$ cat config.mk
export PLATFORM = sky130hd
export DESIGN_NAME = psmac_accum_flat
export DESIGN_NICKNAME = d
export VERILOG_FILES = /design/src/sv/psmac_pkg.sv /design/src/sv/psmac_rsp_if.sv /design/src/sv/psmac_accum.sv /design/src/flat_wrapper.sv
export SDC_FILE = /design/constraint.sdc
export NUM_CORES = 1
export LEC_CHECK = 0
export BUFFER_PORTS_ARGS = -buffer_cell sky130_fd_sc_hd__buf_2
export CORE_AREA = 2 2 95 97
export DETAILED_ROUTE_END_ITERATION = 16
export DIE_AREA = 0 0 97 99
export PLACE_DENSITY = 0.78
export SLEW_MARGIN = 20
export SYNTH_ARGS = -nofsm -noshare
export SYNTH_HDL_FRONTEND = slang
export SYNTH_SLANG_ARGS = --single-unit
$ cat constraint.sdc
create_clock -name clk -period 2.45 [get_ports clk]
set_input_delay 0.245 -clock clk [delete_from_list [all_inputs] [get_ports clk]]
set_output_delay 0.245 -clock clk [all_outputs]
set_load 0.03 [all_outputs]
$ cat src/sv/psmac_pkg.sv
`timescale 1ns / 1ps

package psmac_pkg;

    // fixed word sizes of the datapath
    localparam int WORD_BITS = 32;
    localparam int ACC_BITS  = 2 * WORD_BITS;
    localparam int NUM_MODES = 5;

    // lane width codes
    typedef enum logic [2:0] {
        MODE_LANE2  = 3'd0,
        MODE_LANE4  = 3'd1,
        MODE_LANE8  = 3'd2,
        MODE_LANE16 = 3'd3,
        MODE_LANE32 = 3'd4
    } lane_mode_t;

    localparam lane_mode_t MODE_RESET = MODE_LANE8;

    // request kinds
    typedef enum logic {
        REQ_MAC  = 1'b0,
        REQ_READ = 1'b1
    } req_kind_t;

    // product stage handed to the accumulator
    typedef struct packed {
        logic                valid;
        req_kind_t           kind;
        logic [ACC_BITS-1:0] prod;
    } psmac_stage_t;

endpackage

$ cat src/sv/psmac_rsp_if.sv
`timescale 1ns / 1ps

interface psmac_rsp_if import psmac_pkg::*; ();
    logic                        valid;
    logic                        ready;
    logic signed [WORD_BITS-1:0] read_value;

    modport source (output valid, read_value, input ready);
    modport sink   (input valid, read_value, output ready);
endinterface

$ cat src/sv/psmac_accum.sv
`timescale 1ns / 1ps

module psmac_accum import psmac_pkg::*; (
    input  logic               clk,
    input  logic               rst_n,
    input  psmac_stage_t       stage,
    output logic               take,
    psmac_rsp_if.source        rsp
);

    logic [ACC_BITS-1:0]  acc_reg;
    logic [ACC_BITS-1:0]  acc_next;
    logic                 out_valid_reg;
    logic                 out_valid_next;
    logic [WORD_BITS-1:0] out_data_reg;
    logic                 out_free;
    logic                 fire;
    logic                 fire_read;

    // macs always drain, reads wait for the output slot
    assign out_free  = !out_valid_reg || rsp.ready;
    assign take      = (stage.kind == REQ_MAC) || out_free;
    assign fire      = stage.valid && take;
    assign fire_read = fire && (stage.kind == REQ_READ);

    // accumulate or clear
    always_comb
    begin
        acc_next = acc_reg;
        if (fire)
        begin
            if (stage.kind == REQ_READ)
                acc_next = '0;
            else
                acc_next = acc_reg + stage.prod;
        end
    end

    // output slot occupancy
    always_comb
    begin
        out_valid_next = out_valid_reg;
        if (fire_read)
            out_valid_next = 1'b1;
        else if (rsp.ready)
            out_valid_next = 1'b0;
    end

    always_ff @(posedge clk or negedge rst_n)
    begin
        if (!rst_n)
        begin
            acc_reg       <= '0;
            out_valid_reg <= 1'b0;
        end
        else
        begin
            acc_reg       <= acc_next;
            out_valid_reg <= out_valid_next;
        end
    end

    // low half captured before the clear
    always_ff @(posedge clk)
    begin
        if (fire_read)
            out_data_reg <= acc_reg[WORD_BITS-1:0];
    end

    assign rsp.valid      = out_valid_reg;
    assign rsp.read_value = $signed(out_data_reg);

endmodule

$ cat src/flat_wrapper.sv
// flat-port wrapper written by rule: the top's interface ports become plain ports
module psmac_accum_flat import psmac_pkg::*;
  (clk, rst_n, stage, take, rsp_valid, rsp_read_value, rsp_ready);
  psmac_rsp_if rsp_i ();
  input  logic clk;
  input  logic rst_n;
  input  psmac_stage_t stage;
  output logic take;
  output wire logic [$bits(rsp_i.valid)-1:0] rsp_valid;
  output wire logic [$bits(rsp_i.read_value)-1:0] rsp_read_value;
  input wire logic [$bits(rsp_i.ready)-1:0] rsp_ready;
  assign rsp_valid = rsp_i.valid;
  assign rsp_read_value = rsp_i.read_value;
  assign rsp_i.ready = rsp_ready;
  psmac_accum u_core (.clk(clk), .rst_n(rst_n), .stage(stage), .take(take), .rsp(rsp_i));
endmodule
==> flow_summary_export.csv, run 1 <==
group,metric,value,unit
clocking,clockRootBuffer,"clkbuf_8",
finish,drive_gt1_frac,0.322,
timing,slew_headroom,0.455,
finish,fillers,712,
power_and_ir_drop,ir_drop,0.569,mV
route,drtPass1Iterations,5,
floorplan,rows,34,
route,vias_per_cell,5.81,
power_and_ir_drop,totalPowerFinal,5790,uW
critical_path,timing.rr.start,"u_core.acc_reg[18]",
global_routing,antenna_found_initial,0,
yosys,ys_warn_count,0,
timing,finalMaxSlewViolations,0,
critical_path,crit_type,"reg2reg",
timing,setup_slack,-0.0846,ns
timing,timing.final.crit_share,1.03,
clocking,clk_pin_slew,0.08,ns
yosys,synthXorXnorAreaFrac,0.0345,
clocking,cts_tree,"done",
power_and_ir_drop,pwr_density_cell,1110,nW/um2
timing,worst_pin_slew,0.818,ns
clocking,cts-buffers-inserted,9,
yosys,synth_cells,415,
yosys,synth_top_area_frac,0.236,
yosys,synth-seq-cells,65,
route,drtIter0Drc,207,
timing,hold_viol_final,3,
placed_design,dpl.hpwl,7390,um
critical_path,startpoint,"u_core.acc_reg[18]",
critical_path,crit_required,2.68,ns
floorplan,die_y,99,um
timing,period_needed,2.53,ns
timing,whs,-0.00222,ns
route,wl_per_cell,16.8,um
yosys,synth_fa_ha_area_frac,0.100,
yosys,synth_top_family_by_area,"compound AO/OA/AOI/OAI gates",
floorplan,io-pin-count,103,
yosys,synth_compound_area_frac,0.242,
timing,finalSetupTns,-0.209,ns
timing,worst_clock_skew,0.0154,ns
placed_design,gp_congestion,0.862,
route,postRouteAntennaNets,0,
yosys,ys_types,62,
yosys,synth.largest_area_cell,"edfxtp_1",
yosys,synth_flop_cell,"dfrtp_1",
timing,rsz0062_at_grt,"true",
critical_path,worstSetupStartpointType,"register",
global_routing,gr-total-overflow,0,
route,drc,0,
yosys,synth_simple_gate_area_share,0.151,
clocking,clock_sinks,65,
placed_design,port_buffers,70,
global_routing,grt_usage,0.223,
yosys,avgSynthCellArea,9.80,um2
floorplan,die_w,97,um
yosys,syn-cell-area,4070,um2
yosys,synthTopCellsByCount,"48 x nand2_1, 33 x dfrtp_1, 32 x edfxtp_1",
critical_path,crit_arrival,2.76,ns
route,routed_wl,10700,um
yosys,synth.area.mux_share,0.00492,
yosys,synth-edff-count,32,
yosys,synth.most_common_cell,"nand2_1",
yosys,syn_nets,516,
clocking,h-tree-depth,3,
global_routing,grt_pass1_vias,3639,
timing,setup_viol,4,
floorplan,die-area,9600,um2
critical_path,end_kind,"register",
clocking,clock_path_buffers,2,
run,cap_viol_max_count,0,
finish,final_nets,624,
floorplan,start_util,0.476,
finish,antenna_cells,0,
timing,max_freq,395,MHz
critical_path,r2r_cells,8,
global_routing,grt_pass1_wl,17400,um
route,dr_total_vias,3693,
global_routing,grt_start_max_net_pins,34,
outcome,status,"complete, but fails checks",
outcome,violations,"negative hold slack, negative setup slack",
yosys,seq_area_frac_synth,0.439,
yosys,async_reset_ff_frac,0.508,
power_and_ir_drop,leakagePower,0.00235,uW
min_path,hp-class,"in2async",
yosys,synth_area_leaders,"edfxtp_1 24%, dfrtp_1 20%, ha_1 9.5%",
critical_path,path_max_fanout,6,
finish,synthToLayoutAreaGrowth,28.6,%
clocking,clk_latency,0.35,ns
floorplan,core,8550,um2
[area by class of cell]
cell class	instances	area (um2)	share of cell area
well taps	108	135	0.0258
flip-flops and latches	65	1790	0.342
multi-input cells	321	2350	0.450
clock inverters	7	93.8	0.0179
inverters	12	45.0	0.00861
clock buffers	9	124	0.0237
repair buffers	114	693	0.133
[report_power, final]
group          switching, uW  internal, uW  total [uW]  leakage (uW)
Combinational           1750          1360        3100       0.00151
Sequential               196          1490        1690      0.000731
Clock                    433           573        1010      0.000107
Total                   2370          3420        5790       0.00235
[critical path, cell delays in order, from the launching register on]
cell      delay [ns]
dfrtp_1         0.41
ha_1            0.37
or2_2           0.32
a21oi_1         0.27
nor2_1          0.11
a31oi_1         0.29
a21boi_2        0.10
or3_1           0.31
a32o_1          0.25
[metrics by stage]
step / instances / instance area, um2 / utilization / worst slack, ns
after CTS: 633 / 5110 / 0.597 / -0.0866
after floorplan: 415 / 4070 / - / 0.00971
after detailed placement: 611 / 4770 / 0.558 / -0.113
after global placement: 611 / 4770 / 0.558 / -0.0875
after global routing: 636 / 5230 / 0.612 / -0.199
final: 636 / 5230 / 0.612 / -0.0846
[placed cells by master, fill, tap and decap left out, drive strengths merged, types with 3 or more instances in the layout]
cell and instances:
a211o 3, a211oi 3, a21o 14, a21oi 30, a31oi 4, a32o 3
and2 3, and3 7, buf 114, clkbuf 9, clkinv 3, dfrtp 33
edfxtp 32, ha 31, inv 13, nand2 48, nand2b 3, nand3 14
nand4 6, nor2 24, nor3 6, o211ai 8, o21a 11, o21ai 34
o21bai 3, o31ai 7, o41ai 3, or2 3, or3 4, xnor2 9
xor2 7
[path summary, 6_finish.rpt]
path | endpoint | slack [ns]
worst max-delay path | u_core.acc_reg[24] | -0.08
worst max register to register | u_core.acc_reg[24] | -0.08
min in group clk | u_core.rsp.valid | 0.12
worst min-delay path | u_core.acc_reg[8] | -0.002
worst min register to register | u_core.rsp.read_value[16] | 0.49
max in group asynchronous | u_core.acc_reg[27] | 1.93
[routing by layer]
metal / GRT usage / part of all wire / up-vias / routed length (um)
li1: - / - / 1781 / -
met1: 0.297 / 0.46 / 1776 / 4890
met2: 0.367 / 0.47 / 118 / 5030
met3: 0.0390 / 0.050 / 18 / 531
met4: 0.0867 / 0.021 / 0 / 225
met5: 0 / 0 / - / 0
[logic make-up (layout without fill, tap and decap cells)]
logic type / after synthesis / in the layout
AO/OA/AOI/OAI: 143 / 143
XOR/XNOR: 16 / 16
adder cells (fa/ha/maj): 32 / 32
buffers and inverters: 29 / 142
flip-flops: 65 / 65
multiplexers: 2 / 2
AND/OR/NAND/NOR: 128 / 128
[timing repair]
item	4_1_cts	5_1_grt
buffers inserted	6	3
hold buffers	0	0
gates resized for setup	15	22
endpoints found under the setup margin	12	17
gates cloned	0	0
pin swaps	11	17
(Power assumes the default switching activity.)
==> inputs of run 2 (changes only) <==
--- a/config.mk
+++ b/config.mk
@@ -10,6 +10,7 @@
 export DETAILED_ROUTE_END_ITERATION = 16
 export DIE_AREA = 0 0 97 99
 export PLACE_DENSITY = 0.78
+export REMOVE_ABC_BUFFERS = 1
 export SLEW_MARGIN = 20
 export SYNTH_ARGS = -nofsm -noshare
 export SYNTH_HDL_FRONTEND = slang
==> run 2 against run 1 <==
The run ends with negative setup slack left. Largest power group unchanged. Die area is the same. Via count grew 1.7%. Setup slack gained 0.024 ns. Wire length grew 0.92%.
==> flow_summary_export.csv, run 2 (synthesized netlist as in run 1, its figures left out) <==
group,metric,value,unit
floorplan,io-pin-count,103,
power_and_ir_drop,pwr_density_cell,1090,nW/um2
timing,period_needed,2.51,ns
power_and_ir_drop,clockPowerShare,0.162,
timing,hold_viol_final,0,
critical_path,end_kind,"register",
timing,slew_headroom,0.472,
floorplan,core,8550,um2
finish,final_nets,617,
power_and_ir_drop,totalPowerFinal,5590,uW
power_and_ir_drop,ir_drop,0.393,mV
critical_path,crit_slowest_cell,"dfrtp_1",
clocking,h-tree-depth,3,
global_routing,antenna_found_initial,0,
timing,setup_viol,3,
finish,final_cell_mix,"70 x buf_2, 47 x nand2_1, 36 x buf_4, 33 x dfrtp_1, 32 x edfxtp_1",
critical_path,path_max_fanout,3,
critical_path,crit_type,"reg2reg",
finish,layout.cells.non_filler,629,
finish,final_common_cell,"buf_2",
placed_design,dpl.hpwl,7360,um
power_and_ir_drop,combPwrFrac,0.536,
timing,max_freq,398,MHz
clocking,clock_path_buffers,2,
timing,finalMaxSlewViolations,0,
min_path,hp-class,"in2reg",
power_and_ir_drop,swShare,0.426,
clocking,cts-buffers-inserted,9,
timing,timing.final.crit_share,1.02,
placed_design,gp_congestion,0.919,
global_routing,grt_usage,0.218,
clocking,cts_tree,"done",
clocking,clk_pin_slew,0.07,ns
route,drc,0,
power_and_ir_drop,p_int,3210,uW
global_routing,grt_start_max_net_pins,34,
floorplan,die_y,99,um
floorplan,rows,34,
route,dr_total_vias,3756,
critical_path,cp_top_family,"compound AO/OA/AOI/OAI gates",
route,vias_per_cell,5.97,
power_and_ir_drop,p_sw,2380,uW
floorplan,die_w,97,um
clocking,clock_sinks,65,
global_routing,grt_pass1_wl,16800,um
run,cap_viol_max_count,0,
outcome,status,"complete, but fails checks",
timing,rsz0062_at_grt,"true",
finish,drive_gt1_frac,0.305,
placed_design,dp.cells,603,
clocking,clockRootBuffer,"clkbuf_8",
finish,synthToLayoutAreaGrowth,25.8,%
global_routing,grt_pass1_vias,3588,
route,routed_wl,10800,um
critical_path,cp_slowest_stage_delay,0.39,ns
critical_path,cp_cell_sequence,"ha_2 -> inv_2 -> fa_2 -> nor2b_4 -> o31a_1 -> o41a_1 -> o211ai_2 -> a21boi_2 -> or3_1 -> a32o_1",
power_and_ir_drop,leakagePower,0.00230,uW
finish,antenna_cells,0,
placed_design,port_buffers,70,
floorplan,start_util,0.476,
timing,worst_pin_slew,0.792,ns
route,drtIter0Drc,269,
critical_path,crit_arrival,2.76,ns
critical_path,crit_required,2.70,ns
critical_path,path_buf_inv,1,
route,drtPass1Iterations,6,
timing,setup_slack,-0.0602,ns
route,postRouteAntennaNets,0,
outcome,violations,"negative setup slack",
power_and_ir_drop,seq_power_share,0.302,
timing,worst_clock_skew,0.00865,ns
clocking,clk_latency,0.36,ns
finish,fillers,705,
floorplan,die-area,9600,um2
critical_path,worstSetupStartpointType,"register",
route,wl_per_cell,17.1,um
global_routing,gr-total-overflow,0,
run 2: cell type report:
cell class	count	area (um2)	share of cell area
Multi-Input combinational cell	321	2330	0.456
Sequential cell	65	1790	0.349
Timing Repair Buffer	107	631	0.123
Tap cell	108	135	0.0264
Clock buffer	9	124	0.0242
Clock inverter	7	61.3	0.0120
Inverter	12	45.0	0.00881
run 2: path summary, 6_finish.rpt:
| check | start | end | slack (ns) | depth (start not counted) |
|---|---|---|---|---|
| min in group asynchronous | rst_n | u_core.acc_reg[12] | 0.52 | 2 |
| worst min register to register | u_core.acc_reg[6] | u_core.rsp.read_value[6] | 0.48 | 0 |
| worst max-delay path | u_core.acc_reg[0] | u_core.acc_reg[24] | -0.06 | 10 |
| max in group asynchronous | rst_n | u_core.rsp.valid | 1.42 | 2 |
| worst min-delay path | rsp_ready | u_core.rsp.valid | 0.1 | 2 |
| worst max register to register | u_core.acc_reg[0] | u_core.acc_reg[24] | -0.06 | 10 |
run 2: metal layers:
| metal | vias up | GRT usage | part of all wire |
|---|---|---|---|
| li1 | 1764 | - | - |
| met1 | 1809 | 0.265 | 0.42 |
| met2 | 154 | 0.375 | 0.50 |
| met3 | 29 | 0.0468 | 0.060 |
| met4 | 0 | 0.0921 | 0.026 |
| met5 | - | 0 | 0 |
run 2: worst register-to-register path: cells and delay by family, from the launching register on:
kind | cells | cell delay (ns)
buffers and inverters | 1 | 0.05
and+or+nand+nor | 2 | 0.35
adders and majority gates | 2 | 0.41
DFF | 1 | 0.39
AOI/OAI and AO/OA | 5 | 1.22
run 2: what timing repair did:
action | CTS | global route
gates resized for setup | 10 | 26
hold endpoints to repair | 26 | 0
hold buffers | 1 | 0
setup buffers | 3 | 6
setup endpoints to repair | 14 | 16
pin swaps | 6 | 7
run 2: metrics by stage:
stage	TNS [ns]	hold slack (ns)	instance area (um2)	setup WS, ns	utilization
floorplan	-30.33	-0.0506	4000	-0.948	-
global placement	-0.0418	0.367	4690	-0.0335	0.549
detailed placement	-0.446	0.372	4690	-0.0939	0.549
CTS	-0.0758	0.0977	4960	-0.0545	0.580
global route	-1.19	0.102	5110	-0.181	0.598
finish	-0.0750	0.0970	5110	-0.0602	0.598
run 2: power groups by stage:
stage / Sequential [uW] / Clock (uW) / Combinational (uW)
floorplan: 1790 / 0 / 1840
global placement: 1690 / 0 / 2570
detailed placement: 1700 / 0 / 2660
CTS: 1680 / 907 / 2740
global route: 1730 / 951 / 3270
finish: 1690 / 905 / 3000
